<file path="config.mk">
export PLATFORM = sky130hd
export DESIGN_NAME = stc_div_cell
export DESIGN_NICKNAME = d
export VERILOG_FILES = /design/src/design/stc_div_cell.sv
export SDC_FILE = /design/constraint.sdc
export NUM_CORES = 1
export LEC_CHECK = 0
export BUFFER_PORTS_ARGS = -buffer_cell sky130_fd_sc_hd__buf_2
export CORE_UTILIZATION = 40
export CTS_BUF_LIST = sky130_fd_sc_hd__clkbuf_8
export DETAILED_ROUTE_END_ITERATION = 12
export GPL_TIMING_DRIVEN = 0
export HOLD_SLACK_MARGIN = 0.05
export PLACE_DENSITY_LB_ADDON = 0.05
export SYNTH_ARGS = -nofsm -noshare
export SYNTH_HDL_FRONTEND = slang
export SYNTH_SLANG_ARGS = --single-unit
</file>
<file path="constraint.sdc">
create_clock -name aclk -period 2.85 [get_ports aclk]
set_input_delay 0.57 -clock aclk [delete_from_list [all_inputs] [get_ports aclk]]
set_output_delay 0.57 -clock aclk [all_outputs]
set_load 0.05 [all_outputs]
</file>
<file path="src/design/stc_div_cell.sv">
`timescale 1ns / 1ps
// One restoring-division cell: brings in one dividend bit and retires one quotient bit.
// Depends on nothing; chained by the top level into a full-rate divider that holds while en is low.
module stc_div_cell (
    input  logic        aclk,
    input  logic        en,
    input  logic [8:0]  divisor,
    input  logic [8:0]  rem_in,
    input  logic [32:0] acc_in,
    output logic [8:0]  rem_out,
    output logic [32:0] acc_out
);

    logic [9:0]  trial;
    logic        ge;
    logic [9:0]  diff;
    logic [8:0]  rem_next;
    logic [32:0] acc_next;

    // acc carries the unused dividend bits at the top and the quotient at the bottom
    always_comb begin
        trial    = {rem_in, acc_in[32]};
        ge       = trial >= {1'b0, divisor};
        diff     = trial - {1'b0, divisor};
        rem_next = ge ? diff[8:0] : trial[8:0];
        acc_next = {acc_in[31:0], ge};
    end

    always_ff @(posedge aclk) begin
        if (en) begin
            rem_out <= rem_next;
            acc_out <= acc_next;
        end
    end

endmodule

</file>
# == Yosys cells after proc, flatten, opt, wreduce, memory -nomap -nowiden ==
# Cells that the tools add are included.
# word_totals
ff_bits,42
latchBits,0
mem_bits_rw,0
mem_bits_ro,0
in_bits,53
output_inout_bits,42
wordCells,5
memories,0
# classes
n_addsub,1
mul,0
div,0
order_cmp,1
eq_ne,0
shift,0
n_mux,1
bitwise_logic,0
n_reduce_logical,0
# ops
cell,n
$ge 10x9->1,1
$mux 9,1
$sub 9x9->9,1

# == Logic depth before layout (Yosys ltp) ==
# Gate-level depths: netlist of run 1.
# depth
word_depth,2
depth_mapped,9
ltp_nobuf,9

# == Worst setup path before layout of run 1 ==
# Ideal clock, no wire load.
# synth_path
kind,input port to flip-flop
start,input port acc_in[32]
end,"register rem_out[2], data pin"
arrival_time_ns,2.395
required_time_ns,2.590
path_slack_ns,0.195
cell_stages,9
n_path_buf,0
path_cell_list,inv_1 > ha_1 > inv_1 > fa_1 > a211oi_2 > o21ai_2 > a211oi_4 > inv_4 > mux2_4
# synth_between
elab_chain_cells,2
word_cells_on_any_way,3
cone_classes,add/sub (1); order compare (1); mux (1)
# synth_rtl
element,line_no,rtl
"start, declared",9,"input logic [32:0] acc_in,"
$ge 10x9->1,23,"ge = trial >= {1'b0, divisor};"
via ge,15,logic ge;
$mux 9,25,rem_next = ge ? diff[8:0] : trial[8:0];
via rem_next[2],17,logic [8:0] rem_next;
"end signal, assigned",31,rem_out <= rem_next;
"end, declared",10,"output logic [8:0] rem_out,"
# The timed path passes the listed nets, and every way through them passes these cells.
# A chain may end at the register's enable or synchronous reset.

# == Worst setup path after layout of run 1 ==
# Same ends and word-level chain as after synthesis.

==> results of run 1 <==
[power breakdown]
group          internal [mW]  leakage, nW  switching (mW)  total, mW
clock network          0.167       0.0416           0.187      0.355
logic                  0.133        0.681           0.326      0.459
registers              0.749        0.411          0.0122      0.761
total                   1.05         1.13           0.526       1.58
[registers in the layout (all words and copies together), names as in the netlist]
name,flops
rem_out,9
acc_out,33
[layer usage]
layer	part of all wire, %	track usage [%]
met5	0	0
met4	1.8	6.54
met3	7.6	4.36
met2	51	28.8
met1	39	16.4
[cell families (layout without fill, tap and decap cells)]
kind of cell | count (synthesis) | in the layout | synth area share, %
compound gates | 33 | 33 | 13.7
xor+xnor | 3 | 3 | 1.36
fa+ha+maj | 10 | 10 | 6.86
buf+inv | 17 | 119 | 3.88
flops | 42 | 42 | 65.2
mux | 6 | 6 | 3.95
simple gates | 17 | 17 | 5.05
[layout make-up]
cell class,instances,area (µm²)
clock buffer,5,68.8
timing repair buffer,94,470
sequential,42,1260
fill,403,1950
clock inverter,3,16.3
inverter,13,51.3
multi-input combinational,69,598
tap,52,65.1
buffer,4,23.8
[cells in the mapped netlist (3+ instances only)]
cell,n,share of area [%]
edfxtp_1,42,65
inv_1,12,2.3
ha_1,9,5.8
a21oi_1,6,1.6
nand2_1,4,0.78
o211ai_1,4,1.6
a21o_1,3,1.2
mux2_4,3,2.3
nand2b_1,3,0.97
[final timing paths]
path / endpoint / cells after the start / slack, ns / from
worst min-delay path: acc_out[31] / 1 / 0.45 / acc_in[30]
worst max-delay path: rem_out[2] / 10 / 0.20 / acc_in[32]
==> flow_summary.yaml, run 1 <==
status:
  status: "complete, no violations"
clocking:
  cts_buffers: 5
  hold_buffers: 0
  cts.htree.levels: 2
  cts_setup_buffers: 0
  cts_tree: "done"
  path_clk_slew_ns: 0.08
  clock_path_buffers: 2
  cts_root_buf: "clkbuf_8"
  cts_sinks: 42
  post_cts_resized: 0
yosys:
  synthArstFlopShare_pct: 0
  avgSynthCellArea_um2: 15.1
  yosys_most_used_dff: "edfxtp_1"
  syn_area_um2: 1930
  ys_warn_count: 0
  yosys_register_bits: 42
  ys_types: 42
  syn_inst: 128
  synth_edf_count: 42
  syn-num-nets: 191
  seq_area_frac_synth_pct: 65.2
worst_setup_path:
  required_ns: 2.89
  critPathLaunchType: "input pin"
  crit_buf_inv: 4
  end_kind: "flop"
  path_class: "in2reg"
  crit_top_cell: "inv_1"
  worst-path-max-fanout: 7
  cpMaxStageDelayCell: "fa_1"
  arrival_ns: 2.69
  path_cells: "buf_2 -> inv_1 -> ha_1 -> inv_1 -> fa_1 -> a211oi_2 -> o21ai_2 -> a211oi_4 -> inv_4 -> mux2_4"
  crit_family: "compound AO/OA/AOI/OAI gates"
  crit_path_max_incr_delay_ns: 0.43
pwr:
  p_per_area_nw_per_um2: 617
  peakVddDrop_mv: 0.203
  leakage_nw: 1.13
  fin_total_pwr_mw: 1.58
place:
  portBuffers: 94
  placed_cells: 274
  place_hpwl_mm: 2.95
  gp_congestion: 0.819
  placed_area_um2: 2470
  dp_slack_ns: -0.141
sta:
  finalCritPeriodShare_pct: 93.1
  period_minus_slack_ns: 2.65
  worst_slew_pin_slew_ns: 0.902
  hold_viol_final: 0
  slew_violations: 0
  setup_ws_ns: 0.197
  setup_tns_ns: 0
  whs_ns: 0.455
  maxSlewHeadroom_pct: 39.9
  rsz0062_at_grt: "false"
  fmax_mhz: 377
  finalSetupViolations: 0
die:
  die_area_um2: 5120
  pin_count: 95
  die_w_um: 71.5
  start_util_pct: 42.9
  core_area_um2: 4500
  die_h_um: 71.5
  rows: 24
final_layout:
  antenna_cells: 0
  drive_gt1_share_pct: 49.6
  design_area_um2: 2550
  final_cell_mix: "buf_2 (95), edfxtp_1 (42), inv_1 (12), ha_1 (9), a21oi_1 (6)"
  syn2layout_area_growth_pct: 32.1
  fin_cells: 282
  final_nets: 292
  layout_commonest_cell: "buf_2"
  utilization_pct: 56.7
route:
  dr_total_vias: 1434
  drt_iter0_drc: 87
  dr.pass1.iters: 4
  finalWirelength_mm: 3.80
  viasPerCell: 5.09
  wl_per_cell_um: 13.5
  drc: 0
  postRouteAntennaNets: 0
global_routing:
  grt_max_degree: 43
  track_usage_pct: 15.5
  grt_pass1_vias: 1389
  grt-ovfl-total: 0
  antenna_found_initial: 0
  grt_pass1_wl_mm: 6.05
min_path:
  hold_class: "in2reg"
run:
  cap_violations: 0
(Power assumes the default switching activity.)
==> run 2: changes to the inputs <==
--- a/config.mk
+++ b/config.mk
@@ -5,6 +5,7 @@
 export SDC_FILE = /design/constraint.sdc
 export NUM_CORES = 1
 export LEC_CHECK = 0
+export ABC_AREA = 1
 export BUFFER_PORTS_ARGS = -buffer_cell sky130_fd_sc_hd__buf_2
 export CORE_UTILIZATION = 40
 export CTS_BUF_LIST = sky130_fd_sc_hd__clkbuf_8
==> constraint.sdc (replaced) <==
create_clock -name aclk -period 2.2 [get_ports aclk]
set_input_delay 0.44 -clock aclk [delete_from_list [all_inputs] [get_ports aclk]]
set_output_delay 0.44 -clock aclk [all_outputs]
set_load 0.05 [all_outputs]
==> flow_summary.yaml, run 2 <==
status:
  status: "finished, violations left"
  violations: "DRC"
pwr:
  p_switching_uw: 676
  intPower_mw: 1.33
  p_clk_share_pct: 22.9
  peakVddDrop_mv: 0.291
  pwr-share-seq_pct: 49.0
  comb_power_share_pct: 28.2
  leakage_nw: 1.27
  p_sw_share_pct: 33.7
  p_per_area_nw_per_um2: 789
sta:
  setup_tns_ns: 0
  fmax_mhz: 540
  worst_slew_pin_slew_ns: 0.908
  rsz0062_at_grt: "false"
  period_minus_slack_ns: 1.85
  hold_viol_final: 0
  setup_ws_ns: 0.348
  maxSlewHeadroom_pct: 39.5
  slew_violations: 0
  finalCritPeriodShare_pct: 84.2
  finalSetupViolations: 0
worst_setup_path:
  crit_family: "simple AND/OR/NAND/NOR gates"
  critPathLaunchType: "input pin"
  path_cells: "buf_2 -> inv_1 -> ha_1 -> inv_1 -> fa_1 -> nand4_1 -> nand2_2 -> nand2_4 -> nand2_4 -> nand2_1 -> nand2_1"
  cpMaxStageDelayCell: "fa_1"
  worst-path-max-fanout: 10
  crit_buf_inv: 3
  crit_path_max_incr_delay_ns: 0.44
  required_ns: 2.24
  path_depth: 11
  end_kind: "flop"
  startpoint: "acc_in[32]"
  arrival_ns: 1.89
  path_class: "in2reg"
route:
  drt_iter0_drc: 68
  met1_length_mm: 1.51
  postRouteAntennaNets: 0
  highest_layer: "met4"
  dr.pass1.iters: 8
  dr_total_vias: 1492
  drc: 9
  wl_met2_mm: 1.76
  viasPerCell: 4.63
  wl_met3_um: 321
  finalWirelength_mm: 3.65
  wl_per_cell_um: 11.3
yosys:
  ys_warn_count: 0
  synthArstFlopShare_pct: 0
  synth_area_leaders: "edfxtp_1 (66%), nand2_1 (10%), ha_1 (5.9%), inv_1 (4.9%), nand3_1 (4.4%)"
  yosys_most_used_dff: "edfxtp_1"
  syn-num-nets: 231
  seq_area_frac_synth_pct: 65.6
  syn_area_um2: 1920
  ys_types: 18
  avgSynthCellArea_um2: 11.4
  synth_edf_count: 42
  yosys_register_bits: 42
  yosysMostFrequentCell: "nand2_1"
  syn_inst: 168
  synth_top_area_share_pct: 65.6
  yosys.area.top_type: "edfxtp_1"
  synth.top_cells.by_count: "nand2_1 (51), edfxtp_1 (42), inv_1 (25), nand3_1 (17), ha_1 (9)"
global_routing:
  antenna_found_initial: 0
  grt-ovfl-total: 0
  grt_pass1_wl_mm: 5.80
  track_usage_pct: 14.9
  grt_pass1_vias: 1345
  grt_max_degree: 43
run:
  cap_violations: 0
place:
  portBuffers: 94
  placed_cells: 314
  gp_congestion: 0.833
  place_hpwl_mm: 2.79
  dp_slack_ns: 0.0301
min_path:
  hold_class: "in2reg"
  hold_depth: 1
  hold_start: "acc_in[1]"
clocking:
  cts_buffers: 5
  cts_setup_buffers: 0
  cts.htree.levels: 2
  hold_buffers: 0
  path_clk_slew_ns: 0.07
  cts_root_buf: "clkbuf_8"
  cts_tree: "done"
  clock_path_buffers: 2
  cts_sinks: 42
  post_cts_resized: 0
final_layout:
  fin_cells: 322
  syn2layout_area_growth_pct: 32.3
  final_nets: 332
  regMostFlops: "acc_out"
  multiInputGateArea_um2: 559
  reg.largest.list: "acc_out: 33 flops, rem_out: 9 flops"
  fillers: 387
  regArea_um2: 1260
  drive_gt1_share_pct: 40.4
  layout_commonest_cell: "buf_2"
  largest_reg_flops: 33
  final_cell_mix: "buf_2 (95), nand2_1 (51), edfxtp_1 (42), inv_1 (25), nand3_1 (17)"
  antenna_cells: 0
die:
  rows: 24
  start_util_pct: 43.0
  core_area_um2: 4470
  die_h_um: 71.3
  die_area_um2: 5090
  die_w_um: 71.3
  pin_count: 95
==> run 2: changes by cell type after synthesis, sizes merged, moves of 3 or more <==
cell    before  now
inv         13   25
a21o         3    0
mux2         4    0
nor2         2    5
a211oi       4    0
o211ai       4    0
nand3        2   17
nand2        4   55
nand2b       3    0
==> run 2: final timing paths <==
path	to
max	rem_out[3]
min	acc_out[2]
==> run 2: final cells by class <==
class | count | area share, %
Timing Repair Buffer | 94 | 18.5
Buffer | 1 | 0.197
Sequential cell | 42 | 49.6
Clock buffer | 5 | 2.71
Inverter | 26 | 3.84
Tap cell | 52 | 2.56
Clock inverter | 3 | 0.639
Multi-Input combinational cell | 99 | 22.0
==> run 2: through the flow <==
step | area [µm²] | util, % | hold slack [ns] | total power [mW]
floorplan | 1920 | - | 0.539 | 1.42
global placement | 2460 | 54.9 | 0.617 | 1.57
detailed placement | 2460 | 54.9 | 0.618 | 1.57
CTS | 2540 | 56.9 | 0.314 | 2.03
global route | 2540 | 56.9 | 0.306 | 2.11
finish | 2540 | 56.9 | 0.327 | 2.01
==> run 2: cells by family (layout without fill, tap and decap cells) <==
group,Yosys count,in the layout,share of synthesized area [%]
and+or+nand+nor,81,81,18.7
AOI/OAI and AO/OA,5,5,2.08
DFF,42,42,65.6
xor gates and xnor gates,3,3,1.37
adders and majority gates,10,10,6.90
buffers and inverters,27,129,5.33
==> run 2: per-layer routing <==
| layer | track usage (%) | vias to the layer above |
|---|---|---|
| met5 | 0 | - |
| met4 | 6.67 | 0 |
| met3 | 3.66 | 5 |
| met2 | 25.7 | 64 |
| met1 | 17.6 | 665 |
| li1 | - | 758 |
==> run 2: power by group through the flow <==
stage / clock network [mW] / logic (mW) / registers, mW
global placement: 0 / 0.567 / 1.00
CTS: 0.480 / 0.571 / 0.983
finish: 0.459 / 0.566 / 0.982
floorplan: 0 / 0.145 / 1.27
global route: 0.513 / 0.609 / 0.991
detailed placement: 0 / 0.569 / 1.00
