**config.mk**
```make
export PLATFORM = sky130hd
export DESIGN_NAME = stc_vertex_out
export DESIGN_NICKNAME = d
export VERILOG_FILES = /design/src/design/stc_pkg.sv /design/src/design/stc_vertex_out.sv
export SDC_FILE = /design/constraint.sdc
export NUM_CORES = 1
export LEC_CHECK = 0
export BUFFER_PORTS_ARGS = -buffer_cell sky130_fd_sc_hd__buf_4
export CAP_MARGIN = 0
export CORE_MARGIN = 2
export CORE_UTILIZATION = 31
export CTS_CLUSTER_DIAMETER = 200
export CTS_CLUSTER_SIZE = 8
export DETAILED_ROUTE_END_ITERATION = 6
export PLACE_DENSITY_LB_ADDON = 0.1
export SYNTH_ARGS = -nofsm -noshare
export SYNTH_HDL_FRONTEND = slang
export SYNTH_SLANG_ARGS = --single-unit
```
**constraint.sdc**
```tcl
create_clock -name aclk -period 7.6 [get_ports aclk]
set_clock_uncertainty 0.05 [all_clocks]
set_input_delay 1.52 -clock aclk [delete_from_list [all_inputs] [get_ports aclk]]
set_output_delay 1.52 -clock aclk [all_outputs]
set_load 0.005 [all_outputs]
```
**src/design/stc_pkg.sv**
```systemverilog
`timescale 1ns / 1ps
// Shared types, constants and arithmetic helpers for the sphere cell triangulator.
// No dependencies; the top level, CORDIC cell, output stage and checker refer to it by scoped names.
package stc_pkg;

    localparam int DIV_STEPS    = 33;
    localparam int CORDIC_STEPS = 16;
    localparam int LANES        = 4;
    localparam int PIPE_DEPTH   = DIV_STEPS + CORDIC_STEPS + 3;

    localparam logic signed [33:0] CORDIC_GAIN = 34'sd652032874;

    // Register indexes on the configuration port (byte address / 4)
    localparam logic [1:0] REG_RADIUS        = 2'd0;
    localparam logic [1:0] REG_BAND_COUNT    = 2'd1;
    localparam logic [1:0] REG_SEGMENT_COUNT = 2'd2;

    // Vertex slots: A is the first triangle, B the second
    localparam logic [2:0] SLOT_A0 = 3'd0;
    localparam logic [2:0] SLOT_A1 = 3'd1;
    localparam logic [2:0] SLOT_A2 = 3'd2;
    localparam logic [2:0] SLOT_B0 = 3'd3;
    localparam logic [2:0] SLOT_B1 = 3'd4;
    localparam logic [2:0] SLOT_B2 = 3'd5;

    typedef struct packed {
        logic valid;
        logic first;
        logic second;
    } side_t;

    typedef struct packed {
        logic signed [15:0] z;
        logic signed [15:0] y;
        logic signed [15:0] x;
    } vtx_t;

    // Arctangent of 2^-step as a fraction of a turn (2^32 = one turn)
    function automatic logic signed [32:0] atan_turn(input int step);
        logic signed [32:0] a;
        case (step)
            0:       a = 33'sh020000000;
            1:       a = 33'sh012E4051E;
            2:       a = 33'sh009FB385B;
            3:       a = 33'sh0051111D4;
            4:       a = 33'sh0028B0D43;
            5:       a = 33'sh00145D7E1;
            6:       a = 33'sh000A2F61E;
            7:       a = 33'sh000517C55;
            8:       a = 33'sh00028BE53;
            9:       a = 33'sh000145F2F;
            10:      a = 33'sh0000A2F98;
            11:      a = 33'sh0000517CC;
            12:      a = 33'sh000028BE6;
            13:      a = 33'sh0000145F3;
            14:      a = 33'sh00000A2FA;
            default: a = 33'sh00000517D;
        endcase
        return a;
    endfunction

    // Round half up by sh bits, then saturate to 16 bits signed
    function automatic logic signed [15:0] round_sat16(input logic signed [49:0] v,
                                                       input int unsigned sh);
        logic signed [49:0] r;
        logic signed [15:0] o;
        r = (v + (50'sd1 <<< (sh - 1))) >>> sh;
        if (r > 50'sd32767) begin
            o = 16'sh7FFF;
        end else if (r < -50'sd32768) begin
            o = 16'sh8000;
        end else begin
            o = r[15:0];
        end
        return o;
    endfunction

endpackage

```
**src/design/stc_vertex_out.sv**
```systemverilog
`timescale 1ns / 1ps
// Output stage: holds the four corners of one cell and sends its triangles vertex by vertex.
// Depends on stc_pkg for the vertex type and slot codes.
module stc_vertex_out (
    input  logic                    aclk,
    input  logic                    aresetn,
    input  logic                    in_valid,
    input  stc_pkg::vtx_t [3:0]     in_vtx,
    input  logic                    in_first,
    input  logic                    in_second,
    output logic                    can_load,
    output logic                    m_tvalid,
    input  logic                    m_tready,
    output logic [55:0]             m_tdata,   // x[15:0], y[31:16], z[47:32], slot[50:48]
    output logic                    m_tlast
);

    logic                busy_reg;
    logic [2:0]          slot_reg;
    logic [2:0]          end_reg;
    stc_pkg::vtx_t [3:0] vtx_reg;
    stc_pkg::vtx_t       cur;
    logic                done;
    logic                load;

    assign done     = busy_reg && m_tready && (slot_reg == end_reg);
    assign can_load = !busy_reg || done;
    assign load     = in_valid && can_load;

    always_ff @(posedge aclk) begin
        if (!aresetn) begin
            busy_reg <= 1'b0;
            slot_reg <= stc_pkg::SLOT_A0;
            end_reg  <= stc_pkg::SLOT_B2;
        end else if (load) begin
            busy_reg <= 1'b1;
            slot_reg <= in_first ? stc_pkg::SLOT_A0 : stc_pkg::SLOT_B0;
            end_reg  <= in_second ? stc_pkg::SLOT_B2 : stc_pkg::SLOT_A2;
        end else if (done) begin
            busy_reg <= 1'b0;
        end else if (busy_reg && m_tready) begin
            slot_reg <= slot_reg + 3'd1;
        end
    end

    always_ff @(posedge aclk) begin
        if (load) begin
            vtx_reg <= in_vtx;
        end
    end

    // Triangle A is v0,v1,v3 and triangle B is v3,v2,v0
    always_comb begin
        case (slot_reg) inside
            stc_pkg::SLOT_A0, stc_pkg::SLOT_B2: cur = vtx_reg[0];
            stc_pkg::SLOT_A1:                   cur = vtx_reg[1];
            stc_pkg::SLOT_A2, stc_pkg::SLOT_B0: cur = vtx_reg[3];
            stc_pkg::SLOT_B1:                   cur = vtx_reg[2];
            default:                            cur = vtx_reg[0];
        endcase
    end

    assign m_tvalid = busy_reg;
    assign m_tlast  = slot_reg == end_reg;
    assign m_tdata  = {5'd0, slot_reg, cur.z, cur.y, cur.x};

endmodule

```
# Word-level counts from Yosys, hierarchy flattened
# Index checks and enable logic that the tools add are counted.
# word_totals
reg_bits	199
inputBits	198
output_inout_bits	59
wordCells	45
# op_classes
addsub	1
eq_ne	7
muxes	11
n_reduce_logical	11
# ops
cell	n
$mux 48	4
$mux 3	4
$eq 3x2->1 const B	2
$eq 3x3->1 const B	2
$reduce_bool 2->1	2
$reduce_or 2->1	2
$add 3x1->3 const B	1
$eq 3x1->1 const B	1
$eq 3x3->1	1
$logic_and 1x1->1	3
$logic_not 3->1	1
$mux 1	2
$mux 2	1
$ne 2x1->1 const B	1
$reduce_and 2->1	1
$logic_not 1->1	1
$logic_or 1x1->1	1

# Logic depth before layout (Yosys ltp)
# logic_depth
ltp_word	6
mapped_depth	9
mapped_depth_nobuf	6

# Least setup slack after synthesis
# Ideal clock, no wire load.
# synth_path
kind	in2reg
from	in m_tready
to	reg end_reg[0]
arrival_time_ns	7.632
setup_slack_ns	-0.169
path_stages	3
n_path_buf	0
path_cell_list	o211ai_1 a21oi_2 mux2_2
# synth_between
elab_chain_cells	4
# synth_rtl
item	line_no	text
from (decl)	stc_vertex_out.sv:13	input logic m_tready,
$logic_and 1x1->1 (2 in a row)	stc_vertex_out.sv:26	assign done = busy_reg && m_tready && (slot_reg == end_reg);
$logic_or 1x1->1	stc_vertex_out.sv:27	assign can_load = !busy_reg || done;
$logic_and 1x1->1	stc_vertex_out.sv:28	assign load = in_valid && can_load;
named net load	stc_vertex_out.sv:24	logic load;
to (signal assigned)	stc_vertex_out.sv:34	end_reg <= stc_pkg::SLOT_B2;
to (signal assigned)	stc_vertex_out.sv:38	end_reg <= in_second ? stc_pkg::SLOT_B2 : stc_pkg::SLOT_A2;
to (decl)	stc_vertex_out.sv:20	logic [2:0] end_reg;
# The timed path passes the listed nets, and every way through them passes these cells.
# A chain may end at the register's enable or synchronous reset.

# Worst setup path in the final report
# layout_path
from	reg slot_reg[0]
to	out m_tdata[33]
# layout_between
elab_chain_cells	5
word_cells_on_any_way	12
# layout_rtl
item	line_no	text
from (decl)	stc_vertex_out.sv:19	logic [2:0] slot_reg;
from (signal assigned)	stc_vertex_out.sv:33	slot_reg <= stc_pkg::SLOT_A0;
from (signal assigned)	stc_vertex_out.sv:37	slot_reg <= in_first ? stc_pkg::SLOT_A0 : stc_pkg::SLOT_B0;
from (signal assigned)	stc_vertex_out.sv:42	slot_reg <= slot_reg + 3'd1;
$eq 3x3->1 (no source line) or $eq 3x2->1 (tied branches)	--	
$mux 48 or $reduce_or 2->1 (tied branches)	stc_vertex_out.sv:54	case (slot_reg) inside
$mux 48 (2 in a row)	stc_vertex_out.sv:54	
$mux 48 (*)	stc_vertex_out.sv:54	
to (decl)	stc_vertex_out.sv:14	output logic [55:0] m_tdata,
# Every way passes the cells marked *; elsewhere a longest branch is shown, timed or not.

==> flow_metrics.tcl <==
set metrics [dict create \
    status "finished, final reports clean" \
    port_buffers 251 \
    via_per_inst 5.049 \
    grt_setup_unrepaired "false" \
    ant_nets 0 \
    die_w_um 170.1 \
    ys.flop_type "edfxtp_1" \
    fin_setup_tns_ps 0 \
    critPathBufInv 2 \
    hold_class "flop to flop" \
    cts.path.max_buffers 2 \
    slew_violations 0 \
    timing_worst_setup_path_type "flop to output pin" \
    grt_start_max_net_pins 93 \
    fin_crit_ps 5033 \
    cap_violations 0 \
    internal_power_mw 1.952 \
    post_cts_buffers 0 \
    slowest_stage "ha_2" \
    synth_largest_area_cell "edfxtp_1" \
    drc 0 \
    swShare_pct 26.31 \
    gr-usage-met3_pct 4.372 \
    largest_reg_flops 192 \
    cts_root_buf "clkbuf_16" \
    fp.dieH_um 170.1 \
    diodes 0 \
    pre_cts_ws_ps 2942 \
    slew_headroom_pct 24.73 \
    grt.busiest_layer "met2" \
    synth_area_per_cell_um2 16.08 \
    rows 60 \
    seqPwrFrac_pct 49.3 \
    critical-path-top-delay-family "adder cells" \
    grtUsageMet1_pct 20.71 \
    area.growth.synth_to_final_pct 32.57 \
    synth_edf_count 192 \
    use_met2_pct 27.45 \
    synth_cell_types 38 \
    seq_area_frac_synth_pct 68.82 \
    crit_fanout 48 \
    power.switching_mw 0.6968 \
    cts_buffers 17 \
    tritoncts "done" \
    ioPinCount 257 \
    dieArea_um2 28930 \
    powerDensity_nw_per_um2 233.6 \
    clk_pin_slew_worst_paths_ps 80 \
    drtIter0Drc 351 \
    overflow 0 \
    hpwlAfterDp_mm 14.88 \
    cts_resized 0 \
    synth_cells 532 \
    finalCritPeriodShare_pct 66.22 \
    drt_pass1_iterations 7 \
    holdBufCountCts 0 \
    layout-drive-gt1-share_pct 44.71 \
    clock_latency_ps 430 \
    reg2reg_from "slot_reg[2]" \
    cp-start-kind "flop" \
    start_util_pct 31.64 \
    combPwrFrac_pct 16.5 \
    gp_congestion 0.8000 \
    worst_pin_slew_ps 1129 \
    cp.required_ps 6030 \
    vias 5685 \
    synth_seq_cells 198 \
    grt.total_usage_pct 16.38 \
    syn-cell-area_um2 8552 \
    leakage_nw 4.539 \
    endpoint_kind "output pin" \
    yosys_warnings 0 \
    utilization_pct 41.95 \
    yosysTopAreaCellShare_pct 67.42 \
    cts.sinks 198 \
    num-nets-final 975 \
    max_freq_ghz 0.1987 \
    whs_ps 434.0 \
    cts.htree.levels 4 \
    grt_pass1_vias 6015 \
    arrival_ps 3460 \
    cp_slowest_stage_delay_ps 710 \
    wl_per_cell_um 21.28 \
    antenna_found_initial 0 \
    setup_viol 0 \
    async_flop_share_pct 0 \
    fp.coreArea_um2 27030 \
    ys_top_cells_by_area "edfxtp_1 67%, mux2i_1 5.7%, o221ai_1 4.9%, a22oi_1 4.1%, mux2_2 3.8%" \
    wl_mm 23.96 \
    crit_start "slot_reg[0]" \
    final.setup.worst_slack_ps 2567 \
    worstHoldStart "end_reg[1]" \
    hold_viol_final 0 \
    crit_path_cell_trace "inv_1, ha_2, nand2_4, mux2_2, mux2i_1, o221ai_1, buf_4" \
    grt_pass1_wl_mm 35.01 \
    power_frac_clock_pct 34.2 \
    peakVddDrop_mv 0.1638 \
]
==> final timing paths <==
path	endpoint	slack [ps]	cells after the start
max	m_tdata[33]	2570	7
min	end_reg[1]	430	2
max reg2reg	vtx_reg[122]	4110	5
min reg2reg	end_reg[1]	430	2
==> cells in the mapped netlist (2+ instances only) <==
cell type / instances
clkbuf_1: 17
mux2_2: 29
buf_6: 6
inv_1: 5
and2_1: 2
mux2i_1: 49
o211a_1: 2
a21oi_1: 4
buf_4: 8
mux2_4: 20
dfxtp_1: 6
ha_1: 5
a21oi_2: 2
o221ai_1: 48
buf_2: 10
nand2_1: 52
o211ai_1: 3
nor2_1: 3
a22oi_1: 47
nand4_1: 3
nand2b_1: 3
edfxtp_1: 192
==> logic make-up after synthesis <==
family	Yosys count	share of synthesized area [%]
simple gates	68	3.394
compound gates	113	10.71
mux	98	13.07
buf+inv	48	3.131
xor+xnor	1	0.1024
flops	198	68.82
fa+ha+maj	5	0.7315
other cells	1	0.04385
==> cell usage in the layout, fill, tap and decap left out, types with 2 or more instances in the layout <==
master,instances
nand2_1,52
inv_1,5
clkinv_8,5
edfxtp_1,192
mux2_2,29
a21oi_1,4
ha_1,4
nand4_1,3
o211a_1,2
nand2b_1,3
inv_6,4
mux2i_1,49
a22oi_1,47
conb_1,5
inv_8,4
buf_4,258
nor2_1,3
dfxtp_1,5
o211ai_1,3
clkbuf_16,17
o221ai_1,48
a21oi_4,2
mux2_4,20
==> final cells by class <==
type / count / area [um^2]
clock buffers: 17 / 425.4
clock inverters: 15 / 172.7
fillers: 2508 / 15690
inverters: 6 / 22.52
multi-input cells: 290 / 2446
flip-flops and latches: 198 / 5887
well taps: 341 / 426.7
repair buffers: 259 / 1957
==> layer usage <==
| metal | up-vias | wire [um] |
|---|---|---|
| met2 | 228 | 11680 |
| li1 | 2611 | - |
| met5 | - | 0 |
| met3 | 17 | 1679 |
| met1 | 2829 | 10230 |
| met4 | 0 | 361 |
==> per-stage QoR <==
stage	cells	cell area [um^2]	total power, mW
after floorplan	536	8574	1.537
after global placement	1094	10740	1.767
after detailed placement	1094	10740	1.776
after CTS	1126	11340	2.692
after global routing	1126	11340	2.762
final	1126	11340	2.649
==> power by group through the flow <==
| stage | Clock, mW | Combinational, mW | Sequential (mW) |
|---|---|---|---|
| after floorplan | 0 | 0.210 | 1.33 |
| after global placement | 0 | 0.442 | 1.33 |
| after detailed placement | 0 | 0.447 | 1.33 |
| after CTS | 0.938 | 0.449 | 1.30 |
| after global routing | 0.975 | 0.475 | 1.31 |
| final | 0.907 | 0.437 | 1.30 |
==> worst reg2reg max path, delay by kind of cell (launching register included) <==
| kind | cells | cell delay (ps) |
|---|---|---|
| compound gates | 2 | 710 |
| buf+inv | 2 | 1590 |
| flops | 1 | 340 |
| simple gates | 1 | 320 |
(Power assumes the default switching activity.)
