### src/design/stc_pkg.sv
`timescale 1ns / 1ps
// Shared types, constants and arithmetic helpers for the sphere cell triangulator.
// No dependencies; the top level, CORDIC cell, output stage and checker refer to it by scoped names.
package stc_pkg;

    localparam int DIV_STEPS    = 33;
    localparam int CORDIC_STEPS = 16;
    localparam int LANES        = 4;
    localparam int PIPE_DEPTH   = DIV_STEPS + CORDIC_STEPS + 3;

    localparam logic signed [33:0] CORDIC_GAIN = 34'sd652032874;

    // Register indexes on the configuration port (byte address / 4)
    localparam logic [1:0] REG_RADIUS        = 2'd0;
    localparam logic [1:0] REG_BAND_COUNT    = 2'd1;
    localparam logic [1:0] REG_SEGMENT_COUNT = 2'd2;

    // Vertex slots: A is the first triangle, B the second
    localparam logic [2:0] SLOT_A0 = 3'd0;
    localparam logic [2:0] SLOT_A1 = 3'd1;
    localparam logic [2:0] SLOT_A2 = 3'd2;
    localparam logic [2:0] SLOT_B0 = 3'd3;
    localparam logic [2:0] SLOT_B1 = 3'd4;
    localparam logic [2:0] SLOT_B2 = 3'd5;

    typedef struct packed {
        logic valid;
        logic first;
        logic second;
    } side_t;

    typedef struct packed {
        logic signed [15:0] z;
        logic signed [15:0] y;
        logic signed [15:0] x;
    } vtx_t;

    // Arctangent of 2^-step as a fraction of a turn (2^32 = one turn)
    function automatic logic signed [32:0] atan_turn(input int step);
        logic signed [32:0] a;
        case (step)
            0:       a = 33'sh020000000;
            1:       a = 33'sh012E4051E;
            2:       a = 33'sh009FB385B;
            3:       a = 33'sh0051111D4;
            4:       a = 33'sh0028B0D43;
            5:       a = 33'sh00145D7E1;
            6:       a = 33'sh000A2F61E;
            7:       a = 33'sh000517C55;
            8:       a = 33'sh00028BE53;
            9:       a = 33'sh000145F2F;
            10:      a = 33'sh0000A2F98;
            11:      a = 33'sh0000517CC;
            12:      a = 33'sh000028BE6;
            13:      a = 33'sh0000145F3;
            14:      a = 33'sh00000A2FA;
            default: a = 33'sh00000517D;
        endcase
        return a;
    endfunction

    // Round half up by sh bits, then saturate to 16 bits signed
    function automatic logic signed [15:0] round_sat16(input logic signed [49:0] v,
                                                       input int unsigned sh);
        logic signed [49:0] r;
        logic signed [15:0] o;
        r = (v + (50'sd1 <<< (sh - 1))) >>> sh;
        if (r > 50'sd32767) begin
            o = 16'sh7FFF;
        end else if (r < -50'sd32768) begin
            o = 16'sh8000;
        end else begin
            o = r[15:0];
        end
        return o;
    endfunction

endpackage

### src/design/stc_cordic_cell.sv
`timescale 1ns / 1ps
// One CORDIC rotation cell (fixed step index) with the quadrant riding alongside.
// Depends on stc_pkg for the arctangent table.
module stc_cordic_cell #(
    parameter int STEP = 0
) (
    input  logic               aclk,
    input  logic               en,
    input  logic signed [33:0] x_in,
    input  logic signed [33:0] y_in,
    input  logic signed [32:0] z_in,
    input  logic [1:0]         quad_in,
    output logic signed [33:0] x_out,
    output logic signed [33:0] y_out,
    output logic signed [32:0] z_out,
    output logic [1:0]         quad_out
);

    localparam logic signed [32:0] ATAN = stc_pkg::atan_turn(STEP);

    logic signed [33:0] dx;
    logic signed [33:0] dy;
    logic signed [33:0] x_next;
    logic signed [33:0] y_next;
    logic signed [32:0] z_next;

    always_comb begin
        dx = y_in >>> STEP;
        dy = x_in >>> STEP;
        if (!z_in[32]) begin
            x_next = x_in - dx;
            y_next = y_in + dy;
            z_next = z_in - ATAN;
        end else begin
            x_next = x_in + dx;
            y_next = y_in - dy;
            z_next = z_in + ATAN;
        end
    end

    always_ff @(posedge aclk) begin
        if (en) begin
            x_out    <= x_next;
            y_out    <= y_next;
            z_out    <= z_next;
            quad_out <= quad_in;
        end
    end

endmodule

### config.mk
export PLATFORM = sky130hd
export DESIGN_NAME = stc_cordic_cell
export DESIGN_NICKNAME = d
export VERILOG_FILES = /design/src/design/stc_pkg.sv /design/src/design/stc_cordic_cell.sv
export SDC_FILE = /design/constraint.sdc
export NUM_CORES = 1
export LEC_CHECK = 0
export ABC_CLOCK_PERIOD_IN_PS = 2800
export BUFFER_PORTS_ARGS = -buffer_cell sky130_fd_sc_hd__buf_2
export CORE_MARGIN = 5
export CORE_UTILIZATION = 45
export DETAILED_ROUTE_END_ITERATION = 10
export PLACE_DENSITY_LB_ADDON = 0.12
export SLEW_MARGIN = 20
export SYNTH_ARGS = -nofsm -noshare
export SYNTH_HDL_FRONTEND = slang
export SYNTH_SLANG_ARGS = --single-unit
### constraint.sdc
create_clock -name aclk -period 2.8 [get_ports aclk]
set_input_delay 0.28 -clock aclk [delete_from_list [all_inputs] [get_ports aclk]]
set_output_delay 0.28 -clock aclk [all_outputs]
set_load 0.01 [all_outputs]
Word level (Yosys, flattened, before mapping)
Cells that the tools add are included.
Widths: inputs -> output; s select.
- shift operators: 0
- $mul: 0
- reduce and logical (&&, ||, !) cells: 0
- add/sub/neg operators: 5
- equal/unequal tests: 0
- div/mod/pow operators: 0
- bitwise operators: 0
- mux-type cells: 3
- magnitude comparators: 0
- operators by type and width (kind ; count):
    $mux 34 ; 2
    $sub 34x34->34 ; 2
    $add 34x34->34 ; 1
    $add 33x31->33 const B ; 1
    $mux 33 ; 1
    $sub 33x31->33 const B ; 1
- output and inout bits: 103
- latch bits: 0
- bits in writable memories: 0
- ROM bits: 0
- word-level logic and storage cells: 12
- input bits: 105
- memories: 0
- flip-flop bits (word level): 103

Depth between registers and ports, before layout
Gate-level depths: netlist (run 1).
- depth after elaboration: 2
- mapped depth: 12
- mapped depth without buffers: 12

Least setup slack after synthesis (run 1)
Ideal clock, no wire load.
- kind: input to register
- start: in x_in[0]
- end: reg y_out[26] (data pin)
- data required time: 2.541 ns
- library setup time: 0.259 ns
- stages on the path: 11
- buffers on the path: 0
- slack: -0.039 ns
- arrival time: 2.580 ns
- cell sequence: ha_1 > fa_1 > and2b_4 > o311ai_4 > a31oi_1 > o2111ai_2 > a31oi_2 > a21bo_1 > a221o_1 > mux2i_1 > xnor2_1
- word-level cells in the longest chain between the ends: 2
- elaborated cells on any way between the ends: 3
- those cells by class: add/sub (2); mux (1)
- ends and longest elaborated chain (item ; RTL line ; source):
    start, declared ; stc_cordic_cell.sv:9 ; input logic signed [33:0] x_in,
    $add 34x34->34 or $sub 34x34->34 (tied branches) ; stc_cordic_cell.sv:32, stc_cordic_cell.sv:36 ;
    $mux 34 (*) ; stc_cordic_cell.sv:30 ; if (!z_in[32]) begin
    via y_next[26] ; stc_cordic_cell.sv:24 ; logic signed [33:0] y_next;
    end signal, assigned ; stc_cordic_cell.sv:44 ; y_out <= y_next;
    end, declared ; stc_cordic_cell.sv:14 ; output logic signed [33:0] y_out,
The timed path passes the listed nets; every way through them passes the cells marked *.
A chain may end at the register's enable or synchronous reset.

Worst setup path after layout (run 1)
Same ends and word-level chain as after synthesis.

==> impl_metrics.tcl, run 1 <==
set metrics [dict create \
    status "finished, final reports clean" \
    vias_per_cell 5.36 \
    dpl_worst_slack_ns -0.414 \
    cts_buffer_depth 2 \
    synth_area_leaders "edfxtp_1, ha_1, a21oi_1, xnor2_1, nor2_1" \
    cp.buffers_inverters 1 \
    io_pins 208 \
    crit_slowest_cell "fa_2" \
    slew_violations 0 \
    async_reset_ff_frac 0 \
    max-cap-violations 0 \
    cts-htree-levels 3 \
    worstHoldStart "z_in[25]" \
    grt_overflow 0 \
    grt_max_degree 41 \
    dpl_cell_area_sq_um 12000 \
    port-buffer-count 207 \
    netlist_instances 1007 \
    crit_top_cell "a31oi_4" \
    core-area_sq_um 20000 \
    drt_iter0_markers 615 \
    fmax_mhz 363 \
    synth_nets 1218 \
    root_buffer "clkbuf_16" \
    gp_congestion 0.969 \
    dr.pass1.iters 5 \
    rsz0062_at_grt "yes" \
    n_antenna_cell 0 \
    final_area_sq_um 12500 \
    yosys.area.top_type "edfxtp_1" \
    setup_viol 0 \
    hpwl_um 24800 \
    hold_viol_final 0 \
    whs_path_depth 1 \
    num_rows 52 \
    peakVddDrop_v 0.000261 \
    relSlewSlack 0.544 \
    drive_above_1_share 0.353 \
    holdPathEnd "z_out[25]" \
    synth_edf_count 102 \
    yosysMostFrequentCell "a21oi_1" \
    fin_util 0.623 \
    slowest_delay_ns 0.36 \
    cts_hold_repair.buffers 0 \
    track_usage 0.252 \
    cp-end-kind "flop" \
    holdWs_ns 0.101 \
    yosys_register_bits 102 \
    tightestPinTransition_ns 0.678 \
    synthFlopType "edfxtp_1" \
    yosysWarnings 0 \
    clk_pin_slew_ns 0.08 \
    fin_nets 1618 \
    synthTopCellsByCount "a21oi_1, nor2_1, edfxtp_1, ha_1, inv_1" \
    detail-route-antenna-nets 0 \
    syn_area_sq_um 9090 \
    fin_ws_ns 0.0487 \
    place_inst 1664 \
    cts_sinks 102 \
    wire_per_inst_um 18.0 \
    hold_class "in -> reg" \
    finalNonFillerCells 1682 \
    yosys.cell_types.count 76 \
    p_leak_nw 5.81 \
    die_w_um 152 \
    grt_pass1_vias 8982 \
    totalWireLength_um 30200 \
    tritoncts "built" \
    cts_buffers 9 \
    fin_crit_sh 0.983 \
    die_h_um 152 \
    worstSetupPathType "in -> reg" \
    synthToLayoutAreaGrowth_pct 37.3 \
    finalWorstPathRequiredPeriod_ns 2.75 \
    startpoint_type "primary input" \
    seq_area_frac_synth 0.337 \
    die_area_sq_um 23100 \
    vias 9020 \
    synth_area_per_cell_sq_um 9.02 \
    synth_top_area_frac 0.337 \
    initial_utilization 0.453 \
    antenna_found_initial 1 \
    worstPathRequired_ns 2.92 \
    crit_path_max_fanout 3 \
    grt_pass1_wl_um 47600 \
    critPathTopFamily "compound AO/OA/AOI/OAI gates" \
    pwr_density_cell_nw_per_um2 462 \
    critical_path_arrival_ns 2.87 \
    crit_chain "buf_2, ha_2, fa_2, and2b_4, o311ai_4, a31oi_4, o2111ai_4, a31oi_4, a21bo_1, a221o_1, mux2i_1, xnor2_1" \
    drc_errors 0 \
]
==> worst max path at each step <==
stage | start | end | slack [ns] | cells past startpoint
global route | x_in[7] | y_out[32] | -0.06 | 15
CTS | x_in[10] | y_out[32] | 0.03 | 12
global placement | x_in[1] | x_out[31] | -0.44 | 13
detailed placement | x_in[1] | x_out[31] | -0.41 | 13
finish | x_in[0] | y_out[26] | 0.05 | 12
floorplan | x_in[0] | y_out[26] | 0.01 | 11
==> report_power, final <==
group / internal [mW] / switching (mW) / leakage (nW)
Sequential: 1.97 / 0.0675 / 0.998
Combinational: 1.07 / 1.30 / 4.66
Clock: 0.709 / 0.649 / 0.147
==> through the flow <==
step	setup TNS, ns	power (mW)
floorplan	0	3.27
detailed placement	-9.26	4.36
finish	0	5.76
CTS	0	5.73
global placement	-8.88	4.35
global route	-0.105	6.07
==> layout make-up <==
type / instances / area (sq um)
Sequential cell: 102 / 3060
Clock buffer: 9 / 225
Clock inverter: 7 / 81.3
Fill cell: 1842 / 7560
Tap cell: 270 / 338
Timing Repair Buffer: 434 / 2770
Multi-Input combinational cell: 757 / 5620
Inverter: 103 / 387
==> placed cells by master, fill, tap and decap left out, types with 4 or more instances in the layout <==
master	count
a2111oi_0	8
a211o_1	5
a211oi_1	13
a21o_1	20
a21oi_1	121
a221o_1	4
a31oi_1	5
and3_1	4
buf_2	206
buf_4	226
clkbuf_16	9
edfxtp_1	102
ha_1	96
ha_2	4
inv_1	98
mux2i_1	15
nand2_1	42
nand2b_1	13
nand3_1	22
nand4_1	6
nor2_1	102
nor2b_1	7
nor3_1	14
nor4_1	8
o211ai_1	7
o21a_1	6
o21ai_0	50
o21ai_1	5
o21ai_2	4
o21bai_1	20
o22ai_1	4
o31ai_1	10
o41a_1	4
xnor2_1	56
xor2_1	10
==> cells by family after synthesis <==
family / after synthesis / synth area share
AND/OR/NAND/NOR: 231 / 0.119
adder cells (fa/ha/maj): 106 / 0.149
XOR/XNOR: 66 / 0.0636
buffers and inverters: 148 / 0.0665
multiplexers: 16 / 0.0178
flip-flops: 102 / 0.337
AO/OA/AOI/OAI: 338 / 0.247
==> repair_timing <==
item / in CTS / in global routing
pin swaps: 0 / 8
setup buffers: 0 / 2
setup endpoints to repair: 4 / 19
gates cloned: 0 / 0
gates resized for setup: 3 / 33
==> flip-flops by register name, indices dropped and copies added (netlist names) <==
register	count
quad_out	2
y_out	33
x_out	34
z_out	33
==> routing by layer <==
layer	vias to the layer above	share of wire	routed length, um	global-route usage
met4	2	0.027	817	0.0711
met5	-	0.00043	13	0
met2	358	0.47	14100	0.421
met3	60	0.063	1920	0.0427
li1	4436	-	-	-
met1	4164	0.44	13400	0.339
Note: power is estimated with default switching activity, not from simulation.
==> run 2, diff against run 1 <==
- RECOVER_POWER: not set -> 25
==> run 2 against run 1 <==
Total power about the same. Worst setup slack unchanged. Combinational power about the same. Core utilization about the same. Die area unchanged. Hold slack unchanged. Critical path type unchanged. Largest cell class unchanged.
==> impl_metrics.tcl, run 2 (same netlist as run 1, synthesis figures left out) <==
set metrics [dict create \
    largest_reg_flops 34 \
    power_mw 5.76 \
    hold_class "in -> reg" \
    holdWs_ns 0.101 \
    place_inst 1664 \
    hpwl_um 24800 \
    drc_errors 0 \
    top_regs "x_out: 34 flops, y_out: 33 flops, z_out: 33 flops" \
    dpl_cell_area_sq_um 12000 \
    rsz0062_at_grt "yes" \
    tightestPinTransition_ns 0.678 \
    synthToLayoutAreaGrowth_pct 37.3 \
    cts_buffer_depth 2 \
    detail-route-antenna-nets 0 \
    hold_viol_final 0 \
    cts_sinks 102 \
    clk_pin_slew_ns 0.08 \
    final_cell_mix "buf_4, buf_2, a21oi_1" \
    core-area_sq_um 20000 \
    status "finished, final reports clean" \
    root_buffer "clkbuf_16" \
    dpl_worst_slack_ns -0.414 \
    gp_congestion 0.969 \
    slowest_delay_ns 0.36 \
    max-cap-violations 0 \
    crit_slowest_cell "fa_2" \
    peakVddDrop_v 0.000261 \
    final_common_cell "buf_4" \
    p_leak_nw 5.80 \
    initial_utilization 0.453 \
    io_pins 208 \
    worstPathRequired_ns 2.92 \
    slew_violations 0 \
    cp-end-kind "flop" \
    top_register "x_out" \
    cts-htree-levels 3 \
    cts_buffers 9 \
    vias 9019 \
    port-buffer-count 207 \
    dr.pass1.iters 5 \
    grt_overflow 0 \
    startpoint_type "primary input" \
    crit_top_cell "a31oi_4" \
    final_area_sq_um 12500 \
    worstSetupPathType "in -> reg" \
    wire_per_inst_um 18.0 \
    die_h_um 152 \
    n_antenna_cell 0 \
    finalWorstPathRequiredPeriod_ns 2.75 \
    die_area_sq_um 23100 \
    grt_max_degree 41 \
    track_usage 0.252 \
    vias_per_cell 5.36 \
    drive_above_1_share 0.352 \
    setup_viol 0 \
    drt_iter0_markers 615 \
    fmax_mhz 363 \
    totalWireLength_um 30200 \
    grt_pass1_wl_um 47600 \
    critical_path_arrival_ns 2.87 \
    fin_nets 1618 \
    finalNonFillerCells 1682 \
    die_w_um 152 \
    grt_pass1_vias 8982 \
    num_rows 52 \
    fin_crit_sh 0.983 \
    tritoncts "built" \
    antenna_found_initial 1 \
    crit_chain "buf_2, ha_2, fa_2, and2b_4, o311ai_4, a31oi_4, o2111ai_4, a31oi_4, a21bo_1, a221o_1, mux2i_1, xnor2_1" \
    relSlewSlack 0.544 \
    fin_ws_ns 0.0487 \
    pwr_density_cell_nw_per_um2 462 \
    cts_hold_repair.buffers 0 \
    crit_path_max_fanout 3 \
]
## run 2: through the flow
stage / utilization / TNS (ns)
finish: 0.623 / 0
global route: 0.623 / -0.105
CTS: 0.613 / 0
detailed placement: 0.597 / -9.26
global placement: 0.597 / -8.88
floorplan: - / 0
## run 2: worst max-delay path: cells and delay by family
kind / cells / cell delay (ns)
mux: 1 / 0.18
fa+ha+maj: 2 / 0.56
compound gates: 6 / 1.45
simple gates: 1 / 0.19
xor+xnor: 1 / 0.09
buf+inv: 1 / 0.12
## run 2: path summary, 6_finish.rpt
check         to      from  depth (start not counted)
max    y_out[26]   x_in[0]                         12
min    z_out[25]  z_in[25]                          1
## run 2: power breakdown
group	internal, mW	switching (mW)	total (mW)
clock	0.709	0.649	1.36
combinational	1.07	1.30	2.37
sequential	1.97	0.0675	2.03
## run 2: repair_timing
item	CTS	global route
pin swaps	0	8
cloned	0	0
endpoints found under the setup margin	4	19
buffers inserted	0	2
gates resized for setup	3	33
## run 2: layout make-up
class                      count  area [sq um]
fill                        1842          7560
multi-input combinational    757          5620
sequential                   102          3060
inverter                     103           387
clock buffer                   9           225
timing repair buffer         434          2770
clock inverter                 7          81.3
tap                          270           338
## run 2: routing by layer
layer	track usage	wire (um)	up-vias
li1	-	-	4436
met1	0.339	13400	4164
met2	0.421	14100	357
met3	0.0427	1910	60
met4	0.0711	817	2
met5	0	13	-
